[config.mk]
export PLATFORM = sky130hd
export DESIGN_NAME = infix_to_postfix_converter_unit
export DESIGN_NICKNAME = d
export VERILOG_FILES = /design/src/rtl/core/ipc_pkg.sv /design/src/rtl/core/ipc_dp.sv /design/src/rtl/core/ipc_ctrl.sv /design/src/rtl/core/infix_to_postfix_converter_unit.sv
export SDC_FILE = /design/constraint.sdc
export NUM_CORES = 1
export LEC_CHECK = 0
export ABC_AREA = 1
export BUFFER_PORTS_ARGS = -buffer_cell sky130_fd_sc_hd__buf_2
export CAP_MARGIN = 15
export CORE_UTILIZATION = 30
export CTS_CLUSTER_SIZE = 10
export DETAILED_ROUTE_END_ITERATION = 8
export PLACE_DENSITY_LB_ADDON = 0.08
export SLEW_MARGIN = 30
export SYNTH_ARGS = -nofsm -noshare
export SYNTH_HDL_FRONTEND = slang
export SYNTH_SLANG_ARGS = --single-unit
export TNS_END_PERCENT = 30
[constraint.sdc]
create_clock -name clk -period 3.28 [get_ports clk]
set_input_delay 0.656 -clock clk [delete_from_list [all_inputs] [get_ports clk]]
set_output_delay 0.656 -clock clk [all_outputs]
set_load 0.02 [all_outputs]
[src/rtl/core/ipc_pkg.sv]
// shared types, character constants and decode functions of the infix to postfix converter
`timescale 1ns / 1ps

package ipc_pkg;

	localparam int STACK_DEPTH_DEF = 32;

	localparam logic [7:0] CH_LPAR = 8'h28;
	localparam logic [7:0] CH_RPAR = 8'h29;
	localparam logic [7:0] CH_MUL  = 8'h2A;
	localparam logic [7:0] CH_ADD  = 8'h2B;
	localparam logic [7:0] CH_SUB  = 8'h2D;
	localparam logic [7:0] CH_DIV  = 8'h2F;
	localparam logic [7:0] CH_EQ   = 8'h3D;

	// operator stack entry codes
	typedef enum logic [2:0] {
		CODE_LPAR = 3'd0,
		CODE_ADD  = 3'd1,
		CODE_SUB  = 3'd2,
		CODE_MUL  = 3'd3,
		CODE_DIV  = 3'd4
	} code_t;

	// character classes
	typedef enum logic [2:0] {
		CLS_OPERAND = 3'd0,
		CLS_LPAR    = 3'd1,
		CLS_RPAR    = 3'd2,
		CLS_OP      = 3'd3,
		CLS_EQ      = 3'd4,
		CLS_OTHER   = 3'd5
	} cls_t;

	// source of an emitted result
	typedef enum logic [1:0] {
		SEL_CHAR = 2'd0,
		SEL_TOP  = 2'd1,
		SEL_ERR  = 2'd2
	} sel_t;

	// commands from controller to datapath
	typedef struct packed {
		logic load_char;
		logic push;
		logic pop;
		logic emit;
		sel_t sel;
		logic last;
	} cmd_t;

	// status from datapath to controller
	typedef struct packed {
		cls_t cls;
		logic count_nz;
		logic full;
		logic top_pop;
		logic next_pop;
		logic out_free;
	} sts_t;

	function automatic cls_t classify(input logic [7:0] ch);
		cls_t c;
		if ((ch >= 8'h61 && ch <= 8'h7A) || (ch >= 8'h41 && ch <= 8'h5A) ||
			(ch >= 8'h30 && ch <= 8'h39)) begin
			c = CLS_OPERAND;
		end else if (ch == CH_LPAR) begin
			c = CLS_LPAR;
		end else if (ch == CH_RPAR) begin
			c = CLS_RPAR;
		end else if (ch == CH_ADD || ch == CH_SUB || ch == CH_MUL || ch == CH_DIV) begin
			c = CLS_OP;
		end else if (ch == CH_EQ) begin
			c = CLS_EQ;
		end else begin
			c = CLS_OTHER;
		end
		return c;
	endfunction

	function automatic code_t char_to_code(input logic [7:0] ch);
		code_t c;
		if (ch == CH_ADD) begin
			c = CODE_ADD;
		end else if (ch == CH_SUB) begin
			c = CODE_SUB;
		end else if (ch == CH_MUL) begin
			c = CODE_MUL;
		end else if (ch == CH_DIV) begin
			c = CODE_DIV;
		end else begin
			c = CODE_LPAR;
		end
		return c;
	endfunction

	function automatic logic [7:0] code_to_char(input code_t code);
		logic [7:0] ch;
		case (code)
			CODE_LPAR: ch = CH_LPAR;
			CODE_ADD:  ch = CH_ADD;
			CODE_SUB:  ch = CH_SUB;
			CODE_MUL:  ch = CH_MUL;
			CODE_DIV:  ch = CH_DIV;
			default:   ch = 8'h00;
		endcase
		return ch;
	endfunction

endpackage

[src/rtl/core/ipc_dp.sv]
// datapath: character register, operator stack with cached top, result register
`timescale 1ns / 1ps

module ipc_dp #(
	parameter int STACK_DEPTH = ipc_pkg::STACK_DEPTH_DEF
) (
	input  logic          clk,
	input  logic          arst_n,
	input  logic [7:0]    in_char,
	input  logic          out_ready,
	input  ipc_pkg::cmd_t cmd,
	output ipc_pkg::sts_t sts,
	output logic          out_valid,
	output logic [7:0]    out_char,
	output logic          out_last,
	output logic          out_err
);
	import ipc_pkg::*;

	localparam int CW = $clog2(STACK_DEPTH + 1);
	localparam int AW = $clog2(STACK_DEPTH);

	logic [7:0]    ch_q;
	code_t         top_q;
	code_t         rd_q;
	logic [CW-1:0] count_q;
	logic [CW-1:0] cnt_d;
	logic [CW-1:0] wr_idx;
	logic [CW-1:0] rd_idx;
	logic [AW-1:0] wa;
	logic [AW-1:0] ra;
	logic          we;
	logic          rd_en;
	logic          hi_prec;
	logic          out_valid_q;
	logic [7:0]    out_char_q;
	logic          out_last_q;
	logic          out_err_q;

	// entries below the top; the top lives in top_q
	code_t stack_q [STACK_DEPTH];

	// pop decision for the item class against one stack entry
	function automatic logic pop_ok(input code_t t, input cls_t c, input logic hi);
		logic ok;
		case (c)
			CLS_EQ:   ok = 1'b1;
			CLS_RPAR: ok = (t != CODE_LPAR);
			CLS_OP:   ok = (t != CODE_LPAR) && !((t == CODE_ADD || t == CODE_SUB) && hi);
			default:  ok = 1'b0;
		endcase
		return ok;
	endfunction

	// next stack count and memory addresses
	always_comb begin
		cnt_d = count_q;
		if (cmd.push) begin
			cnt_d = count_q + CW'(1);
		end else if (cmd.pop) begin
			cnt_d = count_q - CW'(1);
		end
		wr_idx = count_q - CW'(1);
		rd_idx = cnt_d - CW'(2);
		wa     = wr_idx[AW-1:0];
		ra     = rd_idx[AW-1:0];
		we     = cmd.push && (count_q != '0);
		rd_en  = (cnt_d >= CW'(2));
	end

	// status toward the controller
	always_comb begin
		hi_prec      = (char_to_code(ch_q) == CODE_MUL) || (char_to_code(ch_q) == CODE_DIV);
		sts.cls      = classify(ch_q);
		sts.count_nz = (count_q != '0);
		sts.full     = (count_q >= CW'(STACK_DEPTH));
		sts.top_pop  = sts.count_nz && pop_ok(top_q, sts.cls, hi_prec);
		sts.next_pop = (count_q >= CW'(2)) && pop_ok(rd_q, sts.cls, hi_prec);
		sts.out_free = !out_valid_q || out_ready;
	end

	// stack memory: old top spills on push, entry below the next top is read ahead
	always_ff @(posedge clk) begin
		if (we) begin
			stack_q[wa] <= top_q;
		end
		if (rd_en) begin
			if (we && (wa == ra)) begin
				rd_q <= top_q;
			end else begin
				rd_q <= stack_q[ra];
			end
		end
	end

	// stack count
	always_ff @(posedge clk or negedge arst_n) begin
		if (!arst_n) begin
			count_q <= '0;
		end else begin
			count_q <= cnt_d;
		end
	end

	// character and cached top
	always_ff @(posedge clk) begin
		if (cmd.load_char) begin
			ch_q <= in_char;
		end
		if (cmd.push) begin
			top_q <= char_to_code(ch_q);
		end else if (cmd.pop) begin
			top_q <= rd_q;
		end
	end

	// result register valid
	always_ff @(posedge clk or negedge arst_n) begin
		if (!arst_n) begin
			out_valid_q <= 1'b0;
		end else if (cmd.emit) begin
			out_valid_q <= 1'b1;
		end else if (out_ready) begin
			out_valid_q <= 1'b0;
		end
	end

	// result register payload
	always_ff @(posedge clk) begin
		if (cmd.emit) begin
			out_last_q <= cmd.last;
			case (cmd.sel)
				SEL_CHAR: begin
					out_char_q <= ch_q;
					out_err_q  <= 1'b0;
				end
				SEL_TOP: begin
					out_char_q <= code_to_char(top_q);
					out_err_q  <= 1'b0;
				end
				default: begin
					out_char_q <= 8'h00;
					out_err_q  <= 1'b1;
				end
			endcase
		end
	end

	assign out_valid = out_valid_q;
	assign out_char  = out_char_q;
	assign out_last  = out_last_q;
	assign out_err   = out_err_q;

endmodule

[src/rtl/core/ipc_ctrl.sv]
// controller state machine: takes a request and steps the stack operations it calls for
`timescale 1ns / 1ps

module ipc_ctrl (
	input  logic          clk,
	input  logic          arst_n,
	input  logic          in_valid,
	output logic          in_ready,
	input  ipc_pkg::sts_t sts,
	output ipc_pkg::cmd_t cmd
);
	import ipc_pkg::*;

	typedef enum logic [1:0] {
		S_IDLE = 2'b01,
		S_EXEC = 2'b10
	} state_t;

	state_t state_q;
	state_t state_d;
	logic   done;

	// command decode per state and character class
	always_comb begin
		cmd       = '0;
		cmd.sel   = SEL_CHAR;
		done      = 1'b0;
		in_ready  = 1'b0;
		unique case (state_q)
			S_IDLE: begin
				in_ready      = 1'b1;
				cmd.load_char = in_valid;
			end
			S_EXEC: begin
				case (sts.cls)
					CLS_OPERAND: begin
						if (sts.out_free) begin
							cmd.emit = 1'b1;
							cmd.sel  = SEL_CHAR;
							cmd.last = 1'b1;
							done     = 1'b1;
						end
					end
					CLS_LPAR: begin
						if (sts.full) begin
							if (sts.out_free) begin
								cmd.emit = 1'b1;
								cmd.sel  = SEL_ERR;
								cmd.last = 1'b1;
								done     = 1'b1;
							end
						end else begin
							cmd.push = 1'b1;
							done     = 1'b1;
						end
					end
					CLS_RPAR: begin
						if (sts.top_pop) begin
							if (sts.out_free) begin
								cmd.emit = 1'b1;
								cmd.pop  = 1'b1;
								cmd.sel  = SEL_TOP;
								cmd.last = !sts.next_pop;
							end
						end else begin
							// drop the matching open parenthesis if there is one
							cmd.pop = sts.count_nz;
							done    = 1'b1;
						end
					end
					CLS_OP: begin
						if (sts.top_pop) begin
							if (sts.out_free) begin
								cmd.emit = 1'b1;
								cmd.pop  = 1'b1;
								cmd.sel  = SEL_TOP;
								cmd.last = !sts.next_pop;
							end
						end else if (sts.full) begin
							if (sts.out_free) begin
								cmd.emit = 1'b1;
								cmd.sel  = SEL_ERR;
								cmd.last = 1'b1;
								done     = 1'b1;
							end
						end else begin
							cmd.push = 1'b1;
							done     = 1'b1;
						end
					end
					CLS_EQ: begin
						if (sts.out_free) begin
							cmd.emit = 1'b1;
							if (sts.count_nz) begin
								cmd.pop = 1'b1;
								cmd.sel = SEL_TOP;
							end else begin
								cmd.sel  = SEL_CHAR;
								cmd.last = 1'b1;
								done     = 1'b1;
							end
						end
					end
					default: begin
						done = 1'b1;
					end
				endcase
			end
		endcase
	end

	// next state
	always_comb begin
		state_d = state_q;
		unique case (state_q)
			S_IDLE: begin
				if (in_valid) begin
					state_d = S_EXEC;
				end
			end
			S_EXEC: begin
				if (done) begin
					state_d = S_IDLE;
				end
			end
		endcase
	end

	// state register
	always_ff @(posedge clk or negedge arst_n) begin
		if (!arst_n) begin
			state_q <= S_IDLE;
		end else begin
			state_q <= state_d;
		end
	end

endmodule

[src/rtl/core/infix_to_postfix_converter_unit.sv]
// top level of the streaming infix to postfix converter
//
//   channel | dir | tdata           | tlast | tuser
//   s_axis  | in  | in_char [7:0]   | -     | -
//   m_axis  | out | out_char [7:0]  | last  | overflow_error
//
// a request is taken in the idle state, then the exec state emits its results one by one
// and returns to idle on its last result, or on a closing push, a dropped '(' or nothing at all
// pops run at one a cycle while the result register is free, fed by the stack read ahead of the top
// reset clears the stack count, the state machine and the result valid
// a stalled result holds in the output register and the state machine waits to emit its next one
`timescale 1ns / 1ps

module infix_to_postfix_converter_unit #(
	parameter int STACK_DEPTH = ipc_pkg::STACK_DEPTH_DEF
) (
	input  logic       clk,
	input  logic       arst_n,
	input  logic       s_tvalid,
	output logic       s_tready,
	input  logic [7:0] s_tdata,   // [7:0] in_char
	output logic       m_tvalid,
	input  logic       m_tready,
	output logic [7:0] m_tdata,   // [7:0] out_char
	output logic       m_tlast,
	output logic       m_tuser    // [0] overflow_error
);
	import ipc_pkg::*;

	cmd_t cmd;
	sts_t sts;

	// controller
	ipc_ctrl u_ctrl (
		.clk      (clk),
		.arst_n   (arst_n),
		.in_valid (s_tvalid),
		.in_ready (s_tready),
		.sts      (sts),
		.cmd      (cmd)
	);

	// datapath
	ipc_dp #(
		.STACK_DEPTH (STACK_DEPTH)
	) u_dp (
		.clk       (clk),
		.arst_n    (arst_n),
		.in_char   (s_tdata),
		.out_ready (m_tready),
		.cmd       (cmd),
		.sts       (sts),
		.out_valid (m_tvalid),
		.out_char  (m_tdata),
		.out_last  (m_tlast),
		.out_err   (m_tuser)
	);

endmodule

==> results of run 1 <==
## cell type report
class	count	share of cell area (%)
Antenna cell	1	0.0300
Clock buffer	18	5.15
Clock inverter	13	2.81
Inverter	96	4.38
Multi-Input combinational cell	461	29.8
Sequential cell	129	45.9
Tap cell	275	4.13
Timing Repair Buffer	89	7.77
## worst max-delay path: stages (launching register included)
cell and delay [ns]:
edfxtp_1 0.42, inv_2 0.11, nand2_4 0.08, nor2_8 0.22
nand2_2 0.08, nand2_2 0.09, nand2_2 0.06, nand3_2 0.06
nand2_2 0.07, nand2_2 0.09, nand2_1 0.06, nand2_2 0.12
nand3_4 0.12, buf_4 0.18, nand2_4 0.13, nand2_4 0.09
nand2_8 0.12, buf_12 0.15, nand2_1 0.05, nand3_1 0.09
nand3_1 0.15, nand3_1 0.11, nand3_1 0.07, nand3_1 0.09
nand2_1 0.06
## where the power goes
part	switching, mW	internal [mW]	total [mW]
logic	1.79	0.950	2.74
clock network	0.723	1.42	2.15
registers	0.0668	1.94	2.01
total	2.58	4.31	6.89
## worst paths after layout
path | start | end | cells after the start
min in group clk | s_tdata[0] | u_dp.ch_q[0] | 1
max in group asynchronous | arst_n | u_ctrl.state_q[0] | 1
setup reg to reg | u_dp.ch_q[7] | u_dp.rd_q[1] | 24
hold / removal | arst_n | u_dp.count_q[0] | 1
hold reg to reg | u_dp.ch_q[6] | u_dp.out_char[6] | 1
setup / recovery | u_dp.ch_q[7] | u_dp.rd_q[1] | 24
## stage by stage
step,setup TNS [ns],setup slack [ns],area [um^2],cells,hold WS [ns]
CTS,0,0.0218,7930,1054,0.0586
global placement,0,0.0577,7270,1023,0.436
finish,0,0.133,8340,1082,0.0684
detailed placement,0,0.0490,7270,1023,0.435
global route,-0.128,-0.0525,8330,1081,0.0779
floorplan,0,0.0362,6610,707,0.360
## flip-flops by register name (all words and copies together) (netlist names)
register	cells
u_dp.top_q	3
u_dp.out_last	1
u_dp.out_char	8
u_dp.rd_q	3
u_dp.out_valid	1
u_dp.out_err	1
u_ctrl.state_q	2
u_dp.ch_q	8
u_dp.count_q	6
u_dp.stack_q	96
## routing by layer
layer | GRT usage, % | vias to the layer above
met5 | 0 | -
met4 | 6.82 | 0
met3 | 3.21 | 23
met2 | 28.2 | 82
met1 | 22.0 | 2464
li1 | - | 2534
## cells by family after synthesis
family / count (synthesis) / synth area share (%)
simple gates: 414 / 29.1
mux: 1 / 0.152
buf+inv: 118 / 7.59
xor+xnor: 6 / 0.797
compound gates: 32 / 3.00
flops: 129 / 58.1
fa+ha+maj: 7 / 1.33
## layout by cell type, fill, tap and decap left out, drive strengths merged, types with 8 or more instances in the layout
cell    netlist  final
nor2         65     65
buf          17     89
clkbuf        5     18
o21ai        16     16
edfxtp      120    120
nand3       132    133
nand2       200    200
dfrtp         8      8
nand4         8      8
inv          95     96
## what timing repair did
item                       in CTS  in global routing
setup endpoints to repair       0                  6
setup buffers                   0                 26
gates resized for setup         0                 46
==> metrics.md, run 1 <==
| Metric | Value |
|---|---|
| Tmin final | ~3.1 ns |
| Tightest Hold Check Type | in -> async |
| Highest Signal Layer | met4 |
| Critical Path End Type | flop |
| Commonest cells post-synth | 183 x nand2_1, 123 x nand3_1, 120 x edfxtp_1 |
| Die H | roughly 150 um |
| FF-to-FF setup slack | approximately 0.13 ns |
| Grt total ovfl | 0 |
| Netlist cell types | 42 |
| Worst-path clk slew | ~0.06 ns |
| TritonCTS clock tree | done |
| Drt pass-1 iters | 5 |
| # fillers | approximately 2100 |
| Via density | between 4 and 5 |
| Global-route wire length before repair | around 28000 um |
| Endpoints failing setup | 0 |
| Row count | 53 |
| Wire length on met3 | 648 um |
| Io pins | 24 |
| Dominant synthesized flop cell | edfxtp_1 |
| Detailed router's first-iteration violation count | 290 |
| Die area | about 0.023 mm^2 |
| Slew @ Worst Pin | between 0.5 and 0.6 ns |
| Initial antenna violation count | 0 |
| P&R area growth vs syn | 26.4% |
| Synth Warn # | 0 |
| Skew final | between 0.008 and 0.009 ns |
| Highest Clock Rate | 0.318 GHz |
| Max-cap violations | 0 |
| Gr usage total | roughly 17% |
| Pleak | 3.55 nW |
| M1 WL | around 8300 um |
| Largest net degree at the start of global routing | 35 |
| RSZ-0062 raised after global routing | yes |
| Core Region | 0.0213 mm^2 |
| Register area | roughly 0.0038 mm^2 |
| Area of the multi-input gates | 0.00248 mm^2 |
| Slew Limit Fails | 0 |
| Synthesized instance count | between 700 and 800 |
| CP Class | reg -> reg |
| Register area share after synthesis | between 50 and 60% |
| Critical Path Fanout Max | 13 |
| Chip Width | roughly 150 um |
| CP arrival | 3.32 ns |
| DP HPWL | between 10000 and 15000 um |
| H-tree depth | 4 |
| Layout cells sized above 1 | 24.2% |
| Count of input and output buffers | 23 |
| CP Data Required Time | between 3 and 4 ns |
| Vias in the first global route | ~5000 |
| Ys async rst share | approximately 7.0% |
| Final core occ | 39.2% |
| Total Power | between 6 and 7 mW |
| Avg WL per Cell | about 17 um |
| Most numerous cell in the Yosys netlist | nand2_1 |
| Clock Tree Root | clkbuf_16 |
| Placer Congestion | between 0.8 and 0.9 |
| Fin nets | 813 |
| Post-Syn Area | 0.00660 mm^2 |
| Post-route clock period utilization | between 90 and 100% |
| DRT Wirelength | around 18000 um |
| DRC viols | 0 |
| Run status | completed |
| Main area contributors after synthesis | edfxtp_1 55%, nand2_1 10%, nand3_1 9.3% |
| Rel. slew slack | approximately two thirds |
| Detail Route Antenna Nets | 0 |
| Largest area contributor in the netlist | edfxtp_1 |
| CP startpoint kind | flop |
| CTS Buf Count | 17 |
| Hold Buf Count CTS | 0 |
| Post-synth top area share | roughly 55% |
| Starting Density | a little under a third |
| Number of enable flip-flop cells after synthesis | 120 |
| Worst vdd ir | between 0.0004 and 0.0005 V |
| Vias | a little over 5000 |
| Clock Latency Late Sink | ~0.42 ns |
| Syn_nets | roughly 730 |
| Clock Tree Buf Depth | 2 |
| Synth Register Bits | about 130 |
| Hold Violations, Final | 0 |
| Clock sink total | roughly 130 |
| Met2 wire length | 8710 um |
| Avg Cell Area, Syn | 9.33 um^2 |
| Power per Cell Area | 827 mW/mm^2 |
Power figures use the tool's default switching activity.
==> inputs of run 2 (changes only) <==
==> constraint.sdc (replaced) <==
create_clock -name clk -period 3.5 [get_ports clk]
set_input_delay 0.7 -clock clk [delete_from_list [all_inputs] [get_ports clk]]
set_output_delay 0.7 -clock clk [all_outputs]
set_load 0.02 [all_outputs]
==> metrics.md, run 2 (synthesis gave the netlist of run 1 again) <==
| Metric | Value |
|---|---|
| Row count | 53 (unchanged) |
| Vias in the first global route | 4993 (-0.62%) |
| Clock sink total | 129 (unchanged) |
| Clock Latency Late Sink | 0.43 ns (about the same) |
| Max reg flops | 96 (unchanged) |
| Vias | 5069 (-0.67%) |
| Detail Route Antenna Nets | 0 (unchanged) |
| Avg WL per Cell | 17.2 um (+3.4%) |
| Register area | 0.00383 mm^2 (unchanged) |
| Total Power | 6.13 mW (-11%) |
| Critical Path Fanout Max | 8 (-5) |
| Largest net degree at the start of global routing | 35 (unchanged) |
| Via density | 4.82 (+2.3%) |
| CP Class | reg -> reg |
| Io pins | 24 (unchanged) |
| Post-DP Area | 0.00710 mm^2 (-2.4%) |
| Worst-path clk slew | 0.06 ns (about the same) |
| Fin nets | 783 (-3.7%) |
| CTS Buf Count | 17 (unchanged) |
| # fillers | 2148 (+2.1%) |
| Core Region | 0.0213 mm^2 (unchanged) |
| Highest Clock Rate | 0.304 GHz (-4.5%) |
| Hold Buf Count CTS | 0 (unchanged) |
| DRC viols | 0 (unchanged) |
| Power per Cell Area | 778 mW/mm^2 (-5.9%) |
| Final Hold Slack | 0.109 ns (+0.0405 ns) |
| CP startpoint kind | flop |
| Most frequent cells in the layout | 183 x nand2_1, 121 x nand3_1, 120 x edfxtp_1 |
| Layout Cells excl Fill | 1051 (-2.9%) |
| Hold Violations, Final | 0 (unchanged) |
| Skew final | 0.0138 ns (+0.00506 ns) |
| Gr usage total | 16.9% (-0.16 points) |
| Die H | 150 um (unchanged) |
| P&R area growth vs syn | 19.4% |
| Final core occ | 37.0% (-2.2 points) |
| Grt total ovfl | 0 (unchanged) |
| CP arrival | 3.48 ns (+0.16 ns) |
| Placed cells | 1007 (-1.6%) |
| Rel. slew slack | 61.2% (-4.2 points) |
| Top reg by flops | u_dp.stack_q |
| Starting Density | 31.0% (unchanged) |
| Max-cap violations | 0 (unchanged) |
| Design Area, Final | 0.00788 mm^2 (-5.5%) |
| Die area | 0.0226 mm^2 (unchanged) |
| DP HPWL | 12200 um (-1.3%) |
| Tightest Hold Check Type | in -> async |
| Tmin final | 3.29 ns (+0.147 ns) |
| H-tree depth | 4 (unchanged) |
| Most common cell after layout, fill and taps aside | nand2_1 |
| Slew Limit Fails | 0 (unchanged) |
| Slew @ Worst Pin | 0.581 ns (+0.0639 ns) |
| Drt pass-1 iters | 5 (unchanged) |
| Count of input and output buffers | 23 (unchanged) |
| Initial antenna violation count | 0 (unchanged) |
| N_diodes | 0 (-1) |
| Post-route clock period utilization | 94.1% (-1.8 points) |
| Area of the multi-input gates | 0.00233 mm^2 (-6.0%) |
| Global-route wire length before repair | 27600 um (-1.2%) |
| Critical Path End Type | flop |
| TritonCTS clock tree | done |
| Chip Width | 150 um (unchanged) |
| Endpoints failing setup | 0 (unchanged) |
| Worst vdd ir | 0.000344 V (-24%) |
| Placer Congestion | 0.874 (+0.31%) |
| Run status | completed |
| Clock Tree Root | clkbuf_16 |
| DRT Wirelength | 18100 um (+0.44%) |
| Clock Tree Buf Depth | 2 (unchanged) |
| Detailed router's first-iteration violation count | 283 (-2.4%) |
| Pleak | 3.33 nW (-6.3%) |
| Layout cells sized above 1 | 18.3% (-5.9 points) |
| CP Data Required Time | 3.68 ns (+0.22 ns) |
-- run 2: cell count changes in the layout (fill, tap and decap cells not counted), sizes merged --
cell      change
clkinv        -1
nand3         -1
inv           -1
clkinvlp      +5
clkbuf        -1
bufinv        -2
nand2         +1
buf          -30
diode         -1
-- run 2: final cells by class --
cell class | instances | area share, %
clock buffers | 17 | 5.40
clock inverters | 14 | 2.41
inverters | 96 | 4.62
multi-input cells | 461 | 29.6
flip-flops and latches | 129 | 48.6
well taps | 275 | 4.37
repair buffers | 59 | 4.94
-- run 2: final timing paths --
check	cells past startpoint	from	endpoint	slack, ns
max	23	u_dp.ch_q[2]	u_dp.rd_q[0]	0.21
min	1	arst_n	u_dp.count_q[2]	0.11
max reg2reg	23	u_dp.ch_q[2]	u_dp.rd_q[0]	0.21
min reg2reg	0	u_dp.ch_q[6]	u_dp.out_char[6]	0.49
max in group asynchronous	1	arst_n	u_ctrl.state_q[0]	3.15
min in group clk	1	s_tdata[3]	u_dp.ch_q[3]	0.44
-- run 2: layer usage --
layer	routed length, um	GRT usage [%]	vias up
li1	-	-	2467
met1	8490	21.9	2468
met2	8770	28.2	110
met3	590	3.64	24
met4	216	5.00	0
met5	0	0	-
-- run 2: per-stage QoR --
stage | setup TNS [ns] | worst slack, ns
detailed placement | 0 | 0.129
CTS | 0 | 0.102
global placement | 0 | 0.185
floorplan | 0 | 0.0987
finish | 0 | 0.207
global route | -0.0790 | -0.0323
-- run 2: worst max-delay path: stages (launching register included) --
cell	delay (ns)
edfxtp_1	0.41
inv_2	0.08
nand2_1	0.16
nor2_4	0.20
o21ai_2	0.10
nand3_2	0.10
nand3_2	0.07
nand2_2	0.09
nand3_2	0.06
nand2_1	0.07
nand3_2	0.13
nand2_4	0.14
inv_2	0.06
nor2_1	0.09
nor2_1	0.06
nor2_2	0.21
ha_4	0.26
xor2_1	0.16
nor2_1	0.14
inv_1	0.05
nor2_1	0.13
nand3_2	0.11
nand3_1	0.11
nand2_1	0.05
-- run 2: power by group --
part	total (mW)	switching, mW	internal [mW]
Combinational	2.34	1.61	0.731
Sequential	1.90	0.0822	1.82
Clock	1.89	0.701	1.18
-- run 2: repair_timing --
item | in CTS | in global routing
resized for setup | 0 | 12
endpoints found under the setup margin | 0 | 33
setup buffers | 0 | 12
==> inputs of run 3 (changes only) <==
--- a/config.mk
+++ b/config.mk
@@ -8,12 +8,13 @@
 export ABC_AREA = 1
 export BUFFER_PORTS_ARGS = -buffer_cell sky130_fd_sc_hd__buf_2
 export CAP_MARGIN = 15
+export CELL_PAD_IN_SITES_DETAIL_PLACEMENT = 1
+export CELL_PAD_IN_SITES_GLOBAL_PLACEMENT = 2
 export CORE_UTILIZATION = 30
 export CTS_CLUSTER_SIZE = 10
 export DETAILED_ROUTE_END_ITERATION = 8
 export PLACE_DENSITY_LB_ADDON = 0.08
-export SLEW_MARGIN = 30
 export SYNTH_ARGS = -nofsm -noshare
 export SYNTH_HDL_FRONTEND = slang
 export SYNTH_SLANG_ARGS = --single-unit
-export TNS_END_PERCENT = 30
+export TNS_END_PERCENT = 20
==> metrics.md, run 3 (synthesis gave the netlist of run 1 again) <==
| Metric | Value |
|---|---|
| N_diodes | 0 (unchanged) |
| Hold Buf Count CTS | 0 (unchanged) |
| CP startpoint kind | flop |
| Cell Int Power | 3.74 mW (about the same) |
| CP arrival | 3.46 ns (-0.02 ns) |
| P&R area growth vs syn | 22.1% |
| TritonCTS clock tree | done |
| Worst R2R End | u_dp.rd_q[0] |
| Placer Congestion | 0.816 (-6.7%) |
| Drt pass-1 iters | 4 (-1) |
| Die H | 150 um (unchanged) |
| Layout cells sized above 1 | 21.5% (+3.2 points) |
| Grt total ovfl | 0 (unchanged) |
| # fillers | 2424 (+13%) |
| Setup WS post-layout | 0.207 ns (+0.00000500 ns) |
| Initial antenna violation count | 0 (unchanged) |
| Clock Power Share | 29.4% (-1.4 points) |
| CTS Buf Count | 17 (unchanged) |
| FF-to-FF setup slack | 0.21 ns (about the same) |
| Run status | completed |
| RSZ-0062 raised after global routing | yes |
| Core Region | 0.0213 mm^2 (unchanged) |
| Largest net degree at the start of global routing | 35 (unchanged) |
| Max reg flops | 96 (unchanged) |
| Tightest Hold Check Type | in -> async |
| Clock Latency Late Sink | 0.42 ns (about the same) |
| Clock Tree Buf Depth | 2 (unchanged) |
| Global-route wire length before repair | 30800 um (+12%) |
| Reg2Reg Depth | 20 (-13%) |
| Rel. slew slack | 65.0% (+3.8 points) |
| Critical Path End Type | flop |
| Endpoints failing setup | 0 (unchanged) |
| Most frequent cells in the layout | 175 x nand2_1, 122 x nand3_1, 120 x edfxtp_1 |
| Top reg by flops | u_dp.stack_q |
| Sw Ratio | 40.0% (+0.95 points) |
| Layout Cells excl Fill | 1067 (+1.5%) |
| Avg WL per Cell | 18.7 um (+8.7%) |
| Final core occ | 37.8% (+0.84 points) |
| Final setup TNS | 0 ns (unchanged) |
| Net switching power | 2.49 mW (+4.1%) |
| Fin nets | 798 (+1.9%) |
| Count of input and output buffers | 23 (unchanged) |
| Clock Tree Root | clkbuf_16 |
| Vias in the first global route | 5558 (+11%) |
| Post-route clock period utilization | 94.1% (about the same) |
| Via density | 4.82 (-0.14%) |
| Clock sink total | 129 (unchanged) |
| H-tree depth | 4 (unchanged) |
| Vias | 5139 (+1.4%) |
| Placed cells | 1010 (+0.30%) |
| DRT Wirelength | 19900 um (+10%) |
| CP Data Required Time | 3.67 ns (about the same) |
| Place WS | -0.00547 ns (-0.135 ns) |
| Skew final | 0.00732 ns (-0.00649 ns) |
| Reg power frac | 30.3% (-0.7 points) |
| Row count | 53 (unchanged) |
| Gr usage total | 18.8% (+1.8 points) |
| Most common cell after layout, fill and taps aside | nand2_1 |
| Post-DP Area | 0.00712 mm^2 (+0.32%) |
| Worst vdd ir | 0.000333 V (-3.1%) |
| Starting Density | 31.0% (unchanged) |
| Tmin final | 3.29 ns (-0.00000500 ns) |
| Max-cap violations | 0 (unchanged) |
| Reg-to-reg startpoint | u_dp.ch_q[4] |
| Power per Cell Area | 773 mW/mm^2 (-0.61%) |
| Detailed router's first-iteration violation count | 270 (-4.6%) |
| Slew @ Worst Pin | 0.523 ns (-0.0580 ns) |
| Io pins | 24 (unchanged) |
| DP HPWL | 13800 um (+13%) |
| CP Launch Point | u_dp.ch_q[4] |
| Worst-path clk slew | 0.06 ns (about the same) |
| Slew Limit Fails | 0 (unchanged) |
| Chip Width | 150 um (unchanged) |
| Highest Clock Rate | 0.304 GHz (unchanged) |
| Detail Route Antenna Nets | 0 (unchanged) |
| DRC viols | 0 (unchanged) |
| CP Class | reg -> reg |
| Die area | 0.0226 mm^2 (unchanged) |
| Design Area, Final | 0.00806 mm^2 (+2.3%) |
| Critical Path Fanout Max | 8 (unchanged) |
| Pleak | 3.42 nW (+2.9%) |
| Hold Violations, Final | 0 (unchanged) |
| Combinational share of power | 40.3% (+2.1 points) |
-- run 3: critical path, stage by stage, from the launching register on --
cell	delay, ns
edfxtp_1	0.46
inv_2	0.13
nand2_2	0.09
nor2_8	0.20
buf_4	0.15
inv_1	0.05
nor4_1	0.26
nand2_1	0.11
nand3_2	0.13
nand2_4	0.09
o21ai_2	0.11
nor2_1	0.06
nor2_2	0.22
ha_4	0.26
xor2_1	0.16
nor2_1	0.13
inv_1	0.07
nor2_2	0.12
nand3_2	0.10
nand3_1	0.11
nand2_1	0.06
-- run 3: power groups by stage --
stage,clock [mW],combinational (mW),sequential (mW)
3_5_place_dp,0,2.40,1.91
3_3_place_gp,0,2.36,1.92
4_1_cts,1.88,2.42,1.89
5_1_grt,1.92,2.80,1.90
2_1_floorplan,0,1.53,1.94
6_report,1.83,2.51,1.88
-- run 3: how the worst max path moves through the flow --
stage	end	slack (ns)	depth (start not counted)
finish	u_dp.rd_q[0]	0.21	20
global route	u_dp.rd_q[2]	-0.04	23
CTS	u_dp.rd_q[2]	0.02	23
detailed placement	u_dp.rd_q[0]	-0.005	23
global placement	u_dp.rd_q[2]	0.1	23
floorplan	u_dp.rd_q[1]	0.1	23
-- run 3: cell type report --
| type | instances | area (um^2) | area share [%] |
|---|---|---|---|
| Clock inverter | 15 | 181 | 2.25 |
| Inverter | 96 | 360 | 4.47 |
| Multi-Input combinational cell | 460 | 2400 | 29.9 |
| Sequential cell | 129 | 3830 | 47.5 |
| Tap cell | 275 | 344 | 4.27 |
| Timing Repair Buffer | 75 | 509 | 6.32 |
| Clock buffer | 17 | 425 | 5.28 |
-- run 3: repair_timing --
item,4_1_cts,5_1_grt
buffers inserted,0,25
endpoints found under the setup margin,2,30
resized for setup,1,32
pin swaps,0,14
-- run 3: per-layer routing --
layer | global-route usage, % | vias to the layer above | wire length [um]
met5 | 0 | - | 0
met4 | 5.30 | 0 | 285
met3 | 4.00 | 20 | 673
met2 | 33.7 | 81 | 10300
met1 | 22.4 | 2537 | 8660
li1 | - | 2501 | -
-- run 3: metrics by stage --
stage / hold WS [ns] / power, mW
floorplan: 0.404 / 3.47
global placement: 0.439 / 4.27
detailed placement: 0.439 / 4.32
CTS: 0.127 / 6.18
global route: 0.136 / 6.62
finish: 0.143 / 6.23
